--- src/hw/rtl/spq_pkg.sv ---
// Shared types and constants of the sorted priority queue unit.
`default_nettype none

package spq_pkg;

  localparam int DATA_W = 32;
  localparam int CAP_W  = 5;

  localparam logic [CAP_W-1:0] CAP_RESET = 5'd16;

  // Operation codes carried in the input tuser field.
  localparam logic CMD_ENQ = 1'b0;
  localparam logic CMD_DEQ = 1'b1;

  typedef enum logic [6:0] {
    ST_IDLE    = 7'b0000001,
    ST_SCAN    = 7'b0000010,
    ST_CMP     = 7'b0000100,
    ST_PLACE   = 7'b0001000,
    ST_DEQ_RD  = 7'b0010000,
    ST_DEQ_OUT = 7'b0100000,
    ST_FAIL    = 7'b1000000
  } state_t;

  // Commands from the controller to the datapath.
  typedef struct packed {
    logic capture;   // latch the input value, start the slot at the tail
    logic rd_slot;   // read the entry just in front of the slot
    logic rd_tail;   // read the last held entry
    logic shift;     // move the read entry one slot back, step toward the front
    logic place;     // write the new value into the slot, one more entry held
    logic pop;       // one entry fewer held
    logic out_load;  // load the result register
    logic out_ok;    // success flag of the loaded result
    logic out_rdata; // result value comes from the read data, otherwise zero
  } dp_cmd_t;

  // Status from the datapath to the controller.
  typedef struct packed {
    logic full;
    logic empty;
    logic slot_zero;
    logic greater;
    logic out_free;
  } dp_status_t;

endpackage

`default_nettype wire

--- src/hw/rtl/spq_datapath.sv ---
// Datapath of the sorted priority queue: entry memory, counters, result register.
`default_nettype none

module spq_datapath #(
  parameter int DEPTH = 16
) (
  input  wire logic                          clk,
  input  wire logic                          rst,
  input  wire logic                          cfg_wen,
  input  wire logic [spq_pkg::CAP_W-1:0]     cfg_wdata,
  input  wire logic [spq_pkg::DATA_W-1:0]    in_value,
  input  wire logic                          out_ready,
  output logic                               out_valid,
  output logic                               out_ok,
  output logic [spq_pkg::DATA_W-1:0]         out_value,
  input  wire spq_pkg::dp_cmd_t              cmd,
  output spq_pkg::dp_status_t                status
);

  localparam int AW   = (DEPTH > 1) ? $clog2(DEPTH) : 1;
  localparam int CW   = $clog2(DEPTH + 1);
  localparam int CMPW = (CW > spq_pkg::CAP_W) ? CW : spq_pkg::CAP_W;

  logic [spq_pkg::DATA_W-1:0] mem [DEPTH];
  logic [spq_pkg::DATA_W-1:0] rdata;
  logic [spq_pkg::DATA_W-1:0] val;
  logic [CW-1:0]              slot;
  logic [CW-1:0]              count;
  logic [spq_pkg::CAP_W-1:0]  capacity;

  logic [CW-1:0]              slot_m1;
  logic [CW-1:0]              tail_m1;
  logic [AW-1:0]              raddr;
  logic [AW-1:0]              waddr;
  logic [spq_pkg::DATA_W-1:0] wdata;
  logic                       re;
  logic                       we;

  assign slot_m1 = slot - CW'(1);
  assign tail_m1 = count - CW'(1);
  assign raddr   = cmd.rd_tail ? tail_m1[AW-1:0] : slot_m1[AW-1:0];
  assign re      = cmd.rd_slot | cmd.rd_tail;
  assign waddr   = slot[AW-1:0];
  assign wdata   = cmd.shift ? rdata : val;
  assign we      = cmd.shift | cmd.place;

  always_ff @(posedge clk) begin
    if (we) begin
      mem[waddr] <= wdata;
    end
    if (re) begin
      rdata <= mem[raddr];
    end
  end

  always_ff @(posedge clk) begin
    if (cmd.capture) begin
      val <= in_value;
    end
  end

  always_ff @(posedge clk) begin
    if (rst) begin
      slot     <= '0;
      count    <= '0;
      capacity <= spq_pkg::CAP_RESET;
    end else begin
      if (cfg_wen) begin
        capacity <= cfg_wdata;
      end
      if (cmd.capture) begin
        slot <= count;
      end else if (cmd.shift) begin
        slot <= slot_m1;
      end
      if (cmd.place) begin
        count <= count + CW'(1);
      end else if (cmd.pop) begin
        count <= tail_m1;
      end
    end
  end

  // The result register frees as soon as its beat is taken.
  always_ff @(posedge clk) begin
    if (rst) begin
      out_valid <= 1'b0;
    end else if (cmd.out_load) begin
      out_valid <= 1'b1;
    end else if (out_ready) begin
      out_valid <= 1'b0;
    end
  end

  always_ff @(posedge clk) begin
    if (cmd.out_load) begin
      out_ok    <= cmd.out_ok;
      out_value <= cmd.out_rdata ? rdata : '0;
    end
  end

  // A capacity above the depth acts as the depth.
  assign status.full      = (CMPW'(count) >= CMPW'(capacity)) || (count == CW'(DEPTH));
  assign status.empty     = (count == '0);
  assign status.slot_zero = (slot == '0);
  assign status.greater   = $signed(val) > $signed(rdata);
  assign status.out_free  = !out_valid || out_ready;

  a_count_bound: assert property (@(posedge clk) disable iff (rst)
    count <= CW'(DEPTH))
    else $error("entry count above depth");

  a_pop_dec: assert property (@(posedge clk) disable iff (rst)
    cmd.pop |=> count == $past(count) - CW'(1))
    else $error("dequeue did not lower the count by one");

  a_shift_slot: assert property (@(posedge clk) disable iff (rst)
    cmd.shift |-> slot != '0)
    else $error("shift past the front of the store");

  a_load_free: assert property (@(posedge clk) disable iff (rst)
    cmd.out_load |-> (!out_valid || out_ready))
    else $error("result register overwritten before its beat was taken");

endmodule

`default_nettype wire

--- src/hw/rtl/spq_controller.sv ---
// Controller state machine of the sorted priority queue.
`default_nettype none

module spq_controller (
  input  wire logic                clk,
  input  wire logic                rst,
  input  wire logic                in_valid,
  input  wire logic                in_cmd,
  output logic                     in_ready,
  input  wire spq_pkg::dp_status_t status,
  output spq_pkg::dp_cmd_t         cmd
);

  spq_pkg::state_t state;
  spq_pkg::state_t state_next;

  always_ff @(posedge clk) begin
    if (rst) begin
      state <= spq_pkg::ST_IDLE;
    end else begin
      state <= state_next;
    end
  end

  assign in_ready = (state == spq_pkg::ST_IDLE);

  always_comb begin
    state_next = state;
    cmd        = '0;
    case (state)
      spq_pkg::ST_IDLE: begin
        if (in_valid) begin
          cmd.capture = 1'b1;
          if (in_cmd == spq_pkg::CMD_ENQ) begin
            state_next = status.full ? spq_pkg::ST_FAIL : spq_pkg::ST_SCAN;
          end else begin
            state_next = status.empty ? spq_pkg::ST_FAIL : spq_pkg::ST_DEQ_RD;
          end
        end
      end
      spq_pkg::ST_SCAN: begin
        if (status.slot_zero) begin
          state_next = spq_pkg::ST_PLACE;
        end else begin
          cmd.rd_slot = 1'b1;
          state_next  = spq_pkg::ST_CMP;
        end
      end
      spq_pkg::ST_CMP: begin
        // Only strictly smaller entries move back, so equals keep their place.
        if (status.greater) begin
          cmd.shift  = 1'b1;
          state_next = spq_pkg::ST_SCAN;
        end else begin
          state_next = spq_pkg::ST_PLACE;
        end
      end
      spq_pkg::ST_PLACE: begin
        if (status.out_free) begin
          cmd.place    = 1'b1;
          cmd.out_load = 1'b1;
          cmd.out_ok   = 1'b1;
          state_next   = spq_pkg::ST_IDLE;
        end
      end
      spq_pkg::ST_DEQ_RD: begin
        cmd.rd_tail = 1'b1;
        state_next  = spq_pkg::ST_DEQ_OUT;
      end
      spq_pkg::ST_DEQ_OUT: begin
        if (status.out_free) begin
          cmd.pop       = 1'b1;
          cmd.out_load  = 1'b1;
          cmd.out_ok    = 1'b1;
          cmd.out_rdata = 1'b1;
          state_next    = spq_pkg::ST_IDLE;
        end
      end
      spq_pkg::ST_FAIL: begin
        if (status.out_free) begin
          cmd.out_load = 1'b1;
          state_next   = spq_pkg::ST_IDLE;
        end
      end
      default: begin
        state_next = spq_pkg::ST_IDLE;
      end
    endcase
  end

endmodule

`default_nettype wire

--- src/hw/rtl/sorted_priority_queue_unit.sv ---
// Top level of the sorted priority queue unit: controller and datapath.
//
//   channel  direction  beat                       fields
//   s_*      in         s_tvalid & s_tready        tuser: cmd, tdata: value_in
//   m_*      out        m_tvalid & m_tready        tuser: ok,  tdata: value_out
//   cfg_*    in         cfg_wen                    cfg_wdata: capacity
//
// An enqueue walks from the tail toward the front, one step per held entry smaller than
// the new value, and places the value once a larger or equal entry or the front ends the
// walk; each step is one registered read of the entry memory and one compare-and-write.
// A dequeue reads the last held entry and then loads it; a failed item loads its result.
// The next beat is taken once the result is loaded, even while it still waits; a stalled
// output holds the item's final step. Reset clears the count and sets the capacity to 16.
`default_nettype none

module sorted_priority_queue_unit #(
  parameter int DEPTH = 16
) (
  input  wire logic                              clk,
  input  wire logic                              rst,
  input  wire logic                              s_tvalid,
  output logic                                   s_tready,
  input  wire logic signed [spq_pkg::DATA_W-1:0] s_tdata,   // [31:0] value_in
  input  wire logic                              s_tuser,   // [0] cmd
  output logic                                   m_tvalid,
  input  wire logic                              m_tready,
  output logic signed [spq_pkg::DATA_W-1:0]      m_tdata,   // [31:0] value_out
  output logic                                   m_tuser,   // [0] ok
  input  wire logic                              cfg_wen,
  input  wire logic [spq_pkg::CAP_W-1:0]         cfg_wdata
);

  spq_pkg::dp_cmd_t           cmd;
  spq_pkg::dp_status_t        status;
  logic [spq_pkg::DATA_W-1:0] out_value;

  spq_controller u_ctrl (
    .clk      (clk),
    .rst      (rst),
    .in_valid (s_tvalid),
    .in_cmd   (s_tuser),
    .in_ready (s_tready),
    .status   (status),
    .cmd      (cmd)
  );

  spq_datapath #(
    .DEPTH (DEPTH)
  ) u_dp (
    .clk       (clk),
    .rst       (rst),
    .cfg_wen   (cfg_wen),
    .cfg_wdata (cfg_wdata),
    .in_value  (s_tdata),
    .out_ready (m_tready),
    .out_valid (m_tvalid),
    .out_ok    (m_tuser),
    .out_value (out_value),
    .cmd       (cmd),
    .status    (status)
  );

  assign m_tdata = $signed(out_value);

endmodule

`default_nettype wire

--- config.mk ---
export PLATFORM = sky130hd
export DESIGN_NAME = sorted_priority_queue_unit
export DESIGN_NICKNAME = d
export VERILOG_FILES = /design/src/hw/rtl/spq_pkg.sv /design/src/hw/rtl/spq_datapath.sv /design/src/hw/rtl/spq_controller.sv /design/src/hw/rtl/sorted_priority_queue_unit.sv
export SDC_FILE = /design/constraint.sdc
export NUM_CORES = 1
export LEC_CHECK = 0
export ABC_AREA = 1
export BUFFER_PORTS_ARGS = -buffer_cell sky130_fd_sc_hd__buf_2
export CORE_MARGIN = 2
export CORE_UTILIZATION = 40
export DETAILED_ROUTE_END_ITERATION = 7
export PLACE_DENSITY = 0.61
export SYNTH_ARGS = -nofsm -noshare
export SYNTH_HDL_FRONTEND = slang
export SYNTH_SLANG_ARGS = --single-unit
--- constraint.sdc ---
create_clock -name clk -period 4.69 [get_ports clk]
set_input_delay 0.2345 -clock clk [delete_from_list [all_inputs] [get_ports clk]]
set_output_delay 0.2345 -clock clk [all_outputs]
set_load 0.1 [all_outputs]
## Yosys cells after proc, flatten, opt, wreduce, memory -nomap -nowiden

Memory sizes are Yosys's and may differ from the RTL's. A register that Yosys moved wholly into a read port is not among the register bits.
Index checks and enable logic that the tools add are counted.

| word-level totals | value |
|---|---|
| bits in registers | 88 |
| RAM bits | 512 |
| bits of input ports | 43 |
| logic and storage cells | 69 |
| memories | 1 |

| operators by class | value |
|---|---|
| $add $sub $neg | 3 |
| order comparisons | 2 |
| eq/ne operators | 10 |
| muxes and demuxes | 33 |
| bitwise gates (word level) | 2 |
| reductions and logical operators | 10 |

Memories:

| memory | depth | bits a word | read ports | clocked after Yosys merged registers in | write ports | line | RTL |
|---|---|---|---|---|---|---|---|
| u_dp.mem | 16 | 32 | 1 | 1 | 1 | spq_datapath.sv:24 | `logic [spq_pkg::DATA_W-1:0] mem [DEPTH];` |

Operators by type and width:

| cell | number |
|---|---|
| 2-to-1 mux 7 bit | 5 |
| one-hot mux 7 bit (5 select lines) | 1 |
| > comparator 32 bit | 1 |
| 2-to-1 mux 32 bit | 1 |
| 2-to-1 mux 5 bit | 4 |
| 2-to-1 mux 4 bit | 4 |
| 2-to-1 mux 1 bit | 15 |
| logical NOT 5 bit | 2 |
| subtractor 5 x 1 -> 5 bit, second input constant | 2 |
| == test 7 x 1 -> 1 bit, second input constant | 1 |
| == test 7 x 2 -> 1 bit, second input constant | 1 |
| == test 7 x 3 -> 1 bit, second input constant | 1 |
| == test 7 x 4 -> 1 bit, second input constant | 1 |
| == test 7 x 5 -> 1 bit, second input constant | 1 |
| == test 7 x 6 -> 1 bit, second input constant | 1 |
| == test 7 bit, second input constant | 1 |
| nonzero test 2 bit | 3 |
| adder 5 x 1 -> 5 bit, second input constant | 1 |
| == test 5 bit, second input constant | 1 |
| >= comparator 5 bit | 1 |
| one-hot mux 1 bit (3 select lines) | 1 |
| OR reduction 3 bit | 1 |
| logical OR 1 bit | 2 |
| 2-to-1 mux 2 bit | 1 |
| other kinds (6) | 7 |

## Logic depth before layout (Yosys ltp)

Gate-level depths: netlist of the first run.

| logic depth | value |
|---|---|
| depth in word-level cells | 7 |
| mapped depth | 19 |
| gate-level depth less buffers | 19 |

## Modules after synthesis

Synthesis of the first run repeated with hierarchy kept, for this count alone.

| second synthesis, totals | value |
|---|---|
| cells, all modules | 2238 |
| area, all modules | 26797.0 sq um |

By module, submodules not included:

| module | instances | cells an instance | area an instance (sq um) |
|---|---|---|---|
| spq_datapath | 1 | 2159 | 26280.2 |
| spq_controller | 1 | 79 | 516.7 |

## Least setup slack after synthesis of the first run

Ideal clock, no wire load.

| timing | value |
|---|---|
| path type | reg-to-reg |
| from | register u_dp.val[31] (netlist name) |
| to | memory u_dp.mem[0][0] (netlist name), enable pin |
| library setup time | 0.421 ns |
| arrival | 3.063 ns |
| data required time | 4.269 ns |
| path slack | 1.206 ns |
| stages on the path, launching flop included | 12 |
| buffers on the path | 0 |
| path through | edfxtp_1 -> ha_1 -> a21oi_1 -> o21a_1 -> nand2_1 -> a21oi_1 -> nand2_1 -> nand2_1 -> nand4_2 -> nand2_1 -> nand2_1 -> nor2_1 |

| between the ends | value |
|---|---|
| word-level cells in the longest chain between the ends | 6 |

Ends and longest elaborated chain:

| what | line | RTL |
|---|---|---|
| start: declaration | spq_datapath.sv:26 | `logic [spq_pkg::DATA_W-1:0] val;` |
| start signal: assignment | spq_datapath.sv:58 | `val <= in_value;` |
| > comparator 32 bit | spq_datapath.sv:106 | `assign status.greater = $signed(val) > $signed(rdata);` |
| 2-to-1 mux 1 bit | spq_controller.sv:51 | `if (status.greater) begin` |
| 2-to-1 mux 1 bit | spq_controller.sv:30 | `case (state)` |
| OR 1 bit | spq_datapath.sv:45 | `assign we = cmd.shift \| cmd.place;` |
| 2-to-1 mux 1 bit | spq_datapath.sv:48 | `if (we) begin` |
| 2-to-1 mux 1 bit (implied by the code) | spq_datapath.sv:49 | `mem[waddr] <= wdata;` |
| end: declaration | spq_datapath.sv:24 |  |

No other way between the ends.

## Worst setup path after layout of the first run

| timing | value |
|---|---|
| from | register u_dp.val[13] (netlist name) |
| to | memory u_dp.mem[6][27] (netlist name), enable pin |

The elaborated chain is that of the path after synthesis.

==> out/results.ini, run 1 <==
[placed_design]
portBuffers=77
gp_congestion=0.802
dp_hpwl_mm=36.9
dpl-instance-area_um2=27200

[logic_synthesis]
seq_area_frac_synth_pct=73.5
synth_fa_ha_area_share_pct=2.11
synthSimpleGateAreaFrac_pct=8.59
syn_area_um2=25500
synth_compound_area_share_pct=12.1
ys_ff_latch=632
ys_types=38
synth_nets=2034
synthXorXnorAreaFrac_pct=0.240
muxShareOfSynthArea_pct=0
syn-instance-count=1948
synth_top_family_by_area=compound AO/OA/AOI/OAI gates
yosysWarnings=0
synth.avg_cell_area_um2=13.1

[worst_hold_path]
hp-start=rst
hold_path_depth=2
min_to=u_ctrl.state[2]
hold_path.class=primary input to flip-flop

[flow_run]
maxCapViolCount=0

[cells_and_area]
layout-drive-gt1-share_pct=12.4
finalNetCount=2174
seq_area_um2=18700
final_area_um2=29700
antenna_cells=0
multi_input_area_um2=6050
syn2layout_area_growth_pct=16.4
fill_cells=5582

[sta]
timing.final.crit_share_pct=83.1
fmax_mhz=257
finalClockSkew_ps=24.2
tightest_slew_ps=1030
slew_viol_final=0
finalSetupTns_ps=0
slew_headroom_pct=31.3
period_minus_slack_ps=3900
finalHoldViolCount=0
setup-violations-final=0
rsz0062_at_grt=false

[clocking]
cts.sinks=632
clockBufferDepth=3
htree_num_levels=3
cts.clk_slew.worst_paths_ps=60
cts_tree=done
insertion_delay_ps=600
postCtsSetupBuffers=0
numCtsBuffers=68
root_buffer=clkbuf_16

[critical_path]
reg2reg_from=u_dp.val[13]
path_class=flip-flop to flip-flop
cp-startpoint=u_dp.val[13]
worst-path-max-fanout=19
crit_arrival_ps=4180
startpoint_type=flip-flop
critPathCaptureType=flip-flop
rrSetupSlack_ps=790
rr_endpoint=u_dp.mem[6][27]
cp_data_required_time_ps=4970
rr_worst_depth=12

[detailed_routing]
drt_pass1_iterations=5
ant_nets=0
drt_iter0_markers=1733
drt_wl_total_mm=66.9
route.vias.total=16400
wl_per_cell_um=22.5
viasPerCell=5.49
drc=0

[die]
core.rowCount=92
top_level_ports=78
initial_core_util_pct=40.4
die_w_um=257
die_y_um=257
dieArea_um2=65800
core_area_um2=63100

[global_routing]
track_usage_pct=20.2
grt_max_degree=173
antenna_found_initial=2
grt_pass1_wl_mm=100
grt_busiest_layer=met2
gr-usage-met1_pct=27.7
use_met3_pct=4.29
met2_usage_pct=31.8
grt_pass1_vias=16200
overflow=0

[power_and_ir_drop]
p_leak_nw=10.1
ir_worst_vdd_uv=1100
p_per_area_nw_per_um2=625

[outcome]
status=finished, final reports clean

==> metrics by stage <==
step | util (%) | hold WS [ps] | std cells | total power, mW | worst slack, ps
after floorplan | - | 314 | 1948 | 11.5 | 1210
after global placement | 43.1 | 414 | 2820 | 13.5 | 959
after detailed placement | 43.1 | 416 | 2820 | 13.6 | 854
after CTS | 47.1 | 2.55 | 2977 | 18.6 | 815
after global routing | 47.1 | 34.5 | 2977 | 19.5 | 514
final | 47.1 | 27.7 | 2977 | 18.5 | 791
==> worst max-delay path by stage <==
stage / to / cells after the start
2_1_floorplan: u_dp.mem[0][0] / 11
3_5_place_dp: u_dp.mem[6][18] / 9
4_1_cts: u_dp.mem[13][12] / 9
6_report: u_dp.mem[6][27] / 12
3_3_place_gp: u_dp.mem[6][13] / 12
5_1_grt: u_dp.mem[11][8] / 12
==> cell usage in the layout (no fill, tap or decap), types with 20 or more instances in the layout <==
cell,Yosys,layout
edfxtp_1,609,609
nor2_1,340,324
o21ai_0,184,181
o21ai_1,149,151
nand2_1,130,129
o221ai_1,85,85
buf_2,74,77
inv_1,76,75
clkbuf_16,0,71
nand3_1,50,50
buf_4,7,50
o22ai_1,46,46
dlygate4sd3_1,0,44
ha_1,43,43
a21oi_1,33,33
dfxtp_1,23,23
o211ai_1,22,22
clkbuf_1,31,20
==> cells in the mapped netlist, drive strengths merged <==
| library cell | n | area share, % |
|---|---|---|
| a21o | 1 | 0.029 |
| a21oi | 33 | 0.65 |
| a31oi | 1 | 0.025 |
| and3 | 1 | 0.025 |
| buf | 84 | 1.8 |
| clkbuf | 31 | 0.46 |
| dfxtp | 23 | 1.8 |
| edfxtp | 609 | 72 |
| ha | 43 | 2.1 |
| inv | 84 | 1.2 |
| nand2 | 131 | 2.0 |
| nand3 | 51 | 1.0 |
| nand4 | 6 | 0.17 |
| nor2 | 344 | 5.2 |
| nor3 | 2 | 0.039 |
| nor4 | 2 | 0.11 |
| o211ai | 22 | 0.65 |
| o21a | 3 | 0.088 |
| o21ai | 336 | 6.6 |
| o221ai | 85 | 2.9 |
| o22ai | 46 | 1.1 |
| or2 | 3 | 0.074 |
| xnor2 | 3 | 0.10 |
| xor2 | 4 | 0.14 |
==> kinds of logic after synthesis <==
| family | after synthesis |
|---|---|
| buf+inv | 199 |
| simple gates | 540 |
| fa+ha+maj | 43 |
| compound gates | 527 |
| xor+xnor | 7 |
| flops | 632 |
==> worst max-delay path: stages, from the launching register on <==
cell and delay (ps):
edfxtp_1 410, ha_1 340, a21oi_1 70, o21ai_0 580, nor2_1 140, nand2_1 190, nand2_1 90, nand3_1 150
nand4_4 250, nand2_1 220, nand2_1 250, nor2_4 600, buf_12 290
==> state kept, by name (all words and copies together), names as in the netlist <==
signal          cells
u_ctrl.state        7
u_dp.capacity       5
u_dp.count          5
u_dp.mem          512
u_dp.out_ok         1
u_dp.out_valid      1
u_dp.out_value     32
u_dp.rdata         32
u_dp.slot           5
u_dp.val           32
==> where the power goes <==
| part | total, mW | switching [mW] | internal, mW | leakage, nW |
|---|---|---|---|---|
| Combinational | 6.61 | 4.74 | 1.87 | 3.47 |
| Clock | 4.95 | 2.06 | 2.90 | 0.989 |
| Sequential | 6.98 | 0.112 | 6.87 | 5.69 |
| Total | 18.5 | 6.92 | 11.6 | 10.1 |
==> cell type report <==
type                    count  area share (%)
repair buffers            185            4.99
clock inverters            20           0.489
clock buffers              93            6.33
well taps                 846            3.57
multi-input cells        1117            20.4
inverters                  84            1.09
flip-flops and latches    632            63.2
==> metal layers <==
layer,vias to the layer above,wire (µm)
met3,122,4810
li1,7513,-
met5,-,7
met2,642,31200
met1,8076,28800
met4,2,1970
==> repair_timing <==
action                     in CTS  in global routing
setup endpoints to repair       0                  0
hold buffers                   44                  0
hold endpoints to repair       39                  0
gates resized for setup         0                  0
Note: power is estimated with default switching activity, not from simulation.
==> run 2, diff against run 1 <==
- ABC_AREA: 1 -> 0
- PLACE_DENSITY: 0.61 -> 0.63
- clock period: 4.69 -> 3.1 ns (I/O delays scaled with it)
==> out/results.ini, run 2 <==
[cells_and_area]
antenna_cells=0  ; unchanged
layout-drive-gt1-share_pct=18.8  ; +6.4 points
syn2layout_area_growth_pct=24.6
mostFrequentLayoutCell=edfxtp_1
largest_reg_flops=512  ; unchanged
finalNetCount=2323  ; +6.9%
regMostFlops=u_dp.mem
final_area_um2=32000  ; +7.7%
fin_cells=3138  ; +5.4%
layout_common_cells=edfxtp_1, nand2_1, nand3_1

[sta]
fmax_mhz=328  ; +28%
rsz0062_at_grt=true
finalClockSkew_ps=27.8  ; +3.60 ps
timing.final.crit_share_pct=98.3  ; +15 points
period_minus_slack_ps=3050  ; -850 ps
tightest_slew_ps=614  ; -416 ps
finalHoldViolCount=0  ; unchanged
setup-violations-final=0  ; unchanged
whs_ps=253  ; +225 ps
slew_headroom_pct=58.6  ; +27 points
slew_viol_final=0  ; unchanged

[critical_path]
critPathCaptureType=flip-flop
cp_data_required_time_ps=3450  ; -1520 ps
critPathSlowestCell=edfxtp_1
crit_path_max_incr_delay_ps=450  ; -150 ps
crit_family=buffers and inverters
startpoint_type=flip-flop
crit_arrival_ps=3400  ; -780 ps
worst-path-max-fanout=8  ; -11
path_cells=ha_4, nand4_1, buf_6, nor4_4, buf_4, a22o_1, a21oi_2, buf_4, o21ai_4, buf_6, buf_12, clkbuf_16, o21ai_2, buf_6
path_class=flip-flop to flip-flop
crit_buf_inv=7  ; +6
crit_top_cell=buf_6
cp.depth=14  ; +2
rr_worst_depth=14  ; +2

[detailed_routing]
drt_wl_total_mm=68.7  ; +2.8%
route.vias.total=17000  ; +3.9%
viasPerCell=5.42  ; -1.4%
wl_per_cell_um=21.9  ; -2.5%
drt_iter0_markers=1892  ; +9.2%
ant_nets=0  ; unchanged
drc=0  ; unchanged
drt_pass1_iterations=5  ; unchanged

[placed_design]
gp_congestion=0.847  ; +5.6%
dp_hpwl_mm=40.7  ; +10%
portBuffers=77  ; unchanged
dp_cells=2929  ; +3.9%
dpl-instance-area_um2=28500  ; +4.8%

[global_routing]
track_usage_pct=20.0  ; -0.14 points
grt_pass1_vias=16500  ; +1.5%
grt_pass1_wl_mm=100  ; about the same
overflow=0  ; unchanged
grt_max_degree=66  ; -62%
antenna_found_initial=1  ; -1

[clocking]
cts_tree=done
insertion_delay_ps=610  ; about the same
cts.sinks=632  ; unchanged
htree_num_levels=3  ; unchanged
clockBufferDepth=3  ; unchanged
root_buffer=clkbuf_16
numCtsBuffers=68  ; unchanged
cts.clk_slew.worst_paths_ps=60  ; about the same

[logic_synthesis]
ys_types=58  ; +53%
synth_nets=2053  ; +0.93%
ys_ff_latch=632  ; unchanged
synth_top_cell_by_area=edfxtp_1
synthTopCellsByCount=edfxtp_1, nand2_1, nand3_1, o21ai_0, clkbuf_1
syn-instance-count=1967  ; +0.98%
seq_area_frac_synth_pct=73.1  ; -0.40 points
synth_most_common_cell=edfxtp_1
syn_area_um2=25600  ; +0.54%
synth_flop_cell=edfxtp_1
yosysWarnings=0  ; unchanged
yosysTopAreaCellShare_pct=71.3  ; -0.39 points
synth.area.top_cells=edfxtp_1, nand2_1, nand3_1
synth.avg_cell_area_um2=13.0  ; -0.43%
synth_edf_count=609  ; unchanged
synth-async-reset-ratio_pct=0  ; unchanged

[die]
die_y_um=257  ; +0.27%
die_w_um=257  ; +0.27%
core.rowCount=92  ; unchanged
initial_core_util_pct=40.6  ; +0.15 points
top_level_ports=78  ; unchanged
dieArea_um2=66200  ; +0.53%
core_area_um2=63200  ; +0.18%

[power_and_ir_drop]
p_total_mw=20.7  ; +12%
p_per_area_nw_per_um2=647  ; +3.6%
ir_worst_vdd_uv=385  ; -65%
p_leak_nw=11.3  ; +12%

[worst_hold_path]
hold_path.class=primary input to flip-flop
hold_path_depth=2  ; unchanged

[flow_run]
maxCapViolCount=0  ; unchanged

[outcome]
status=finished, final reports clean

-- run 2: cell types whose count changed after synthesis, sizes merged, moves of 34 or more --
| cell | change |
|---|---|
| clkbuf | +35 |
| nand3 | +83 |
| o221ai | -53 |
| buf | -38 |
| nand4 | +34 |
| inv | -36 |
| nand2 | +433 |
| nor2 | -307 |
| mux2i | +39 |
| nor3 | +35 |
| o21ai | -222 |
| o22ai | -45 |
-- run 2: worst reg2reg max path, stage by stage (launching register included) --
cell,delay (ps)
edfxtp_1,450
ha_4,300
nand4_1,130
buf_6,170
nor4_4,300
buf_4,180
a22o_1,140
a21oi_2,50
buf_4,150
o21ai_4,210
buf_6,140
buf_12,160
clkbuf_16,190
o21ai_2,80
buf_6,150
-- run 2: per-stage QoR --
| step | setup TNS [ps] | utilization (%) | setup WS, ps |
|---|---|---|---|
| 4_1_cts | 0 | 49.4 | 10.9 |
| 2_1_floorplan | -15510 | - | -135 |
| 3_3_place_gp | -16210 | 45.1 | -78.7 |
| 3_5_place_dp | -78200 | 45.1 | -161 |
| 5_1_grt | -3240 | 50.6 | -48.5 |
| 6_report | 0 | 50.6 | 51.4 |
-- run 2: cells by family after synthesis --
logic type	after synthesis	synth area share [%]
adders and majority gates	43	2.10
and+or+nand+nor	852	14.3
AOI/OAI and AO/OA	229	5.79
xor gates and xnor gates	10	0.341
muxes	41	1.67
DFF	632	73.1
buffers and inverters	160	2.74
-- run 2: worst paths after layout --
path,start,to,slack [ps]
setup / recovery,u_dp.val[22],u_dp.mem[7][17],50
hold reg to reg,u_dp.slot[4],u_dp.slot[4],550
hold / removal,s_tdata[18],u_dp.val[18],250
setup reg to reg,u_dp.val[22],u_dp.mem[7][17],50
-- run 2: final cells by class --
type,instances,area [µm²]
clock buffer,91,1850
clock inverter,34,318
fill,5261,31200
inverter,48,184
multi-input combinational,1175,6690
sequential,632,18700
tap,846,1060
timing repair buffer,312,3120
-- run 2: timing repair --
action                                  in CTS  in global routing
setup buffers                                0                 11
hold endpoints to repair                    50                  0
pin swaps                                    0                 14
hold buffers                                52                  0
endpoints found under the setup margin     913                993
gates cloned                                 0                 22
gates resized for setup                      5                139
-- run 2: power breakdown --
part | internal, mW | total (mW) | switching (mW)
sequential | 9.63 | 9.70 | 0.0717
combinational | 1.01 | 3.07 | 2.06
clock | 4.57 | 7.92 | 3.34
-- run 2: routing by layer --
layer | global-route usage (%) | wire length [µm] | part of all wire, %
met1 | 28.4 | 29600 | 43
met2 | 31.9 | 32200 | 47
met3 | 3.20 | 5420 | 7.9
met4 | 5.96 | 1540 | 2.2
met5 | 0 | 0 | 0
==> run 3, diff against run 2 <==
==> constraint.sdc (replaced) <==
create_clock -name clk -period 3.1 [get_ports clk]
set_input_delay 0.62 -clock clk [delete_from_list [all_inputs] [get_ports clk]]
set_output_delay 0.62 -clock clk [all_outputs]
set_load 0.1 [all_outputs]
==> out/results.ini, run 3 (synthesized netlist as in run 2, its figures left out) <==
[sta]
period_minus_slack_ps=3040  ; -6.49 ps
finalClockSkew_ps=24.3  ; -3.51 ps
fmax_mhz=329  ; +0.21%
finalSetupTns_ps=0  ; unchanged
setup-violations-final=0  ; unchanged
tightest_slew_ps=655  ; +41.1 ps
timing.final.crit_share_pct=98.1  ; -0.21 points
finalHoldViolCount=0  ; unchanged
slew_viol_final=0  ; unchanged
whs_ps=185  ; -67.7 ps
slew_headroom_pct=55.8  ; -2.8 points
rsz0062_at_grt=true

[cells_and_area]
syn2layout_area_growth_pct=22.6
layout_common_cells=edfxtp_1, nand2_1, nand3_1
largest_reg_flops=512  ; unchanged
mostFrequentLayoutCell=edfxtp_1
fill_cells=5312  ; +0.97%
regMostFlops=u_dp.mem
finalNetCount=2271  ; -2.2%
final_area_um2=31400  ; -1.6%
layout-drive-gt1-share_pct=19.2  ; +0.39 points

[detailed_routing]
drt_pass1_iterations=5  ; unchanged
drt_wl_total_mm=68.1  ; -0.89%
route.vias.total=16700  ; -1.6%
viasPerCell=5.42  ; about the same
wl_per_cell_um=22.1  ; +0.74%
drt_iter0_markers=1879  ; -0.69%
ant_nets=0  ; unchanged
drc=0  ; unchanged

[clocking]
numCtsBuffers=68  ; unchanged
insertion_delay_ps=610  ; about the same
cts.clk_slew.worst_paths_ps=60  ; about the same
cts_hold_buf=0  ; -100%
cts_tree=done
htree_num_levels=3  ; unchanged
cts.sinks=632  ; unchanged
root_buffer=clkbuf_16
clockBufferDepth=3  ; unchanged

[critical_path]
reg2reg_from=u_dp.rdata[29]
crit_path_max_incr_delay_ps=440  ; about the same
crit_buf_inv=6  ; -1
worst-path-max-fanout=8  ; unchanged
cp_data_required_time_ps=3450  ; about the same
critPathSlowestCell=a2111o_1
crit_family=compound AO/OA/AOI/OAI gates
crit_arrival_ps=3390  ; about the same
cp-startpoint=u_dp.rdata[29]
path_class=flip-flop to flip-flop
startpoint_type=flip-flop
path_cells=inv_1, ha_4, a21o_1, a2111o_1, a221oi_4, a21oi_2, buf_4, o21ai_4, buf_6, buf_12, clkbuf_16, o21ai_2, buf_6
crit_top_cell=buf_6
critPathCaptureType=flip-flop

[placed_design]
dp_hpwl_mm=40.7  ; unchanged
portBuffers=77  ; unchanged
dpl-instance-area_um2=28500  ; unchanged
gp_congestion=0.847  ; unchanged

[die]
top_level_ports=78  ; unchanged
die_w_um=257  ; unchanged
initial_core_util_pct=40.6  ; unchanged
core_area_um2=63200  ; unchanged
die_y_um=257  ; unchanged
dieArea_um2=66200  ; unchanged
core.rowCount=92  ; unchanged

[power_and_ir_drop]
p_per_area_nw_per_um2=656  ; +1.3%
p_total_mw=20.6  ; -0.36%
ir_worst_vdd_uv=379  ; -1.5%
p_leak_nw=11.1  ; -1.9%

[global_routing]
track_usage_pct=19.9  ; -0.15 points
antenna_found_initial=2  ; +1
grt_pass1_wl_mm=99.6  ; -0.86%
grt_max_degree=66  ; unchanged
overflow=0  ; unchanged
grt_pass1_vias=16200  ; -1.8%

[outcome]
status=finished, final reports clean

[flow_run]
maxCapViolCount=0  ; unchanged

[worst_hold_path]
hold_path.class=primary input to flip-flop
hp-start=s_tdata[18]

## run 3: cell types whose count changed in the layout (fill, tap and decap cells not counted), sizes merged
cell,before,now
dlygate4sd3,52,0
diode,0,1
## run 3: cell type report
| class | instances | area (µm²) | share of cell area, % |
|---|---|---|---|
| Sequential cell | 632 | 18700 | 59.6 |
| Multi-Input combinational cell | 1175 | 6680 | 21.2 |
| Timing Repair Buffer | 260 | 2600 | 8.27 |
| Clock buffer | 91 | 1850 | 5.89 |
| Tap cell | 846 | 1060 | 3.37 |
| Clock inverter | 34 | 318 | 1.01 |
| Inverter | 48 | 184 | 0.585 |
| Antenna cell | 1 | 2.50 | 0.00796 |
## run 3: power by group
group / internal [mW] / switching, mW / leakage [nW] / total, mW
Clock: 4.57 / 3.33 / 1.03 / 7.91
Combinational: 0.962 / 2.04 / 4.45 / 3.00
Sequential: 9.63 / 0.0708 / 5.63 / 9.70
Total: 15.2 / 5.45 / 11.1 / 20.6
## run 3: worst paths after layout
path / cells after the start / slack (ps) / endpoint
worst max-delay path: 13 / 60 / u_dp.mem[7][17]
worst min-delay path: 1 / 190 / u_dp.val[18]
worst max register to register: 13 / 60 / u_dp.mem[7][17]
worst min register to register: 2 / 500 / u_dp.capacity[3]
## run 3: per-layer routing
metal	vias to the layer above	GRT usage (%)	wire length [µm]
li1	7651	-	-
met1	8322	28.1	29600
met2	656	31.5	32000
met3	94	3.41	5180
met4	0	5.99	1420
met5	-	0	0
## run 3: worst register-to-register path, cell delays in order, from the launching register on
cell       delay, ps
edfxtp_1         360
inv_1            140
ha_4             220
a21o_1           180
a2111o_1         440
a221oi_4         270
a21oi_2          120
buf_4            150
o21ai_4          210
buf_6            140
buf_12           150
clkbuf_16        190
o21ai_2           80
buf_6            150
## run 3: timing repair
| action | in CTS | in global routing |
|---|---|---|
| cloned | 0 | 23 |
| endpoints found under the setup margin | 913 | 997 |
| gates resized for setup | 5 | 138 |
| setup buffers | 0 | 10 |
| pin swaps | 0 | 13 |
## run 3: through the flow
step | util, % | setup WS (ps) | cells
2_1_floorplan | - | -135 | 1967
3_3_place_gp | 45.1 | -78.7 | 2929
3_5_place_dp | 45.1 | -161 | 2929
4_1_cts | 48.6 | 10.9 | 3054
5_1_grt | 49.8 | -49.9 | 3086
6_report | 49.8 | 57.9 | 3087
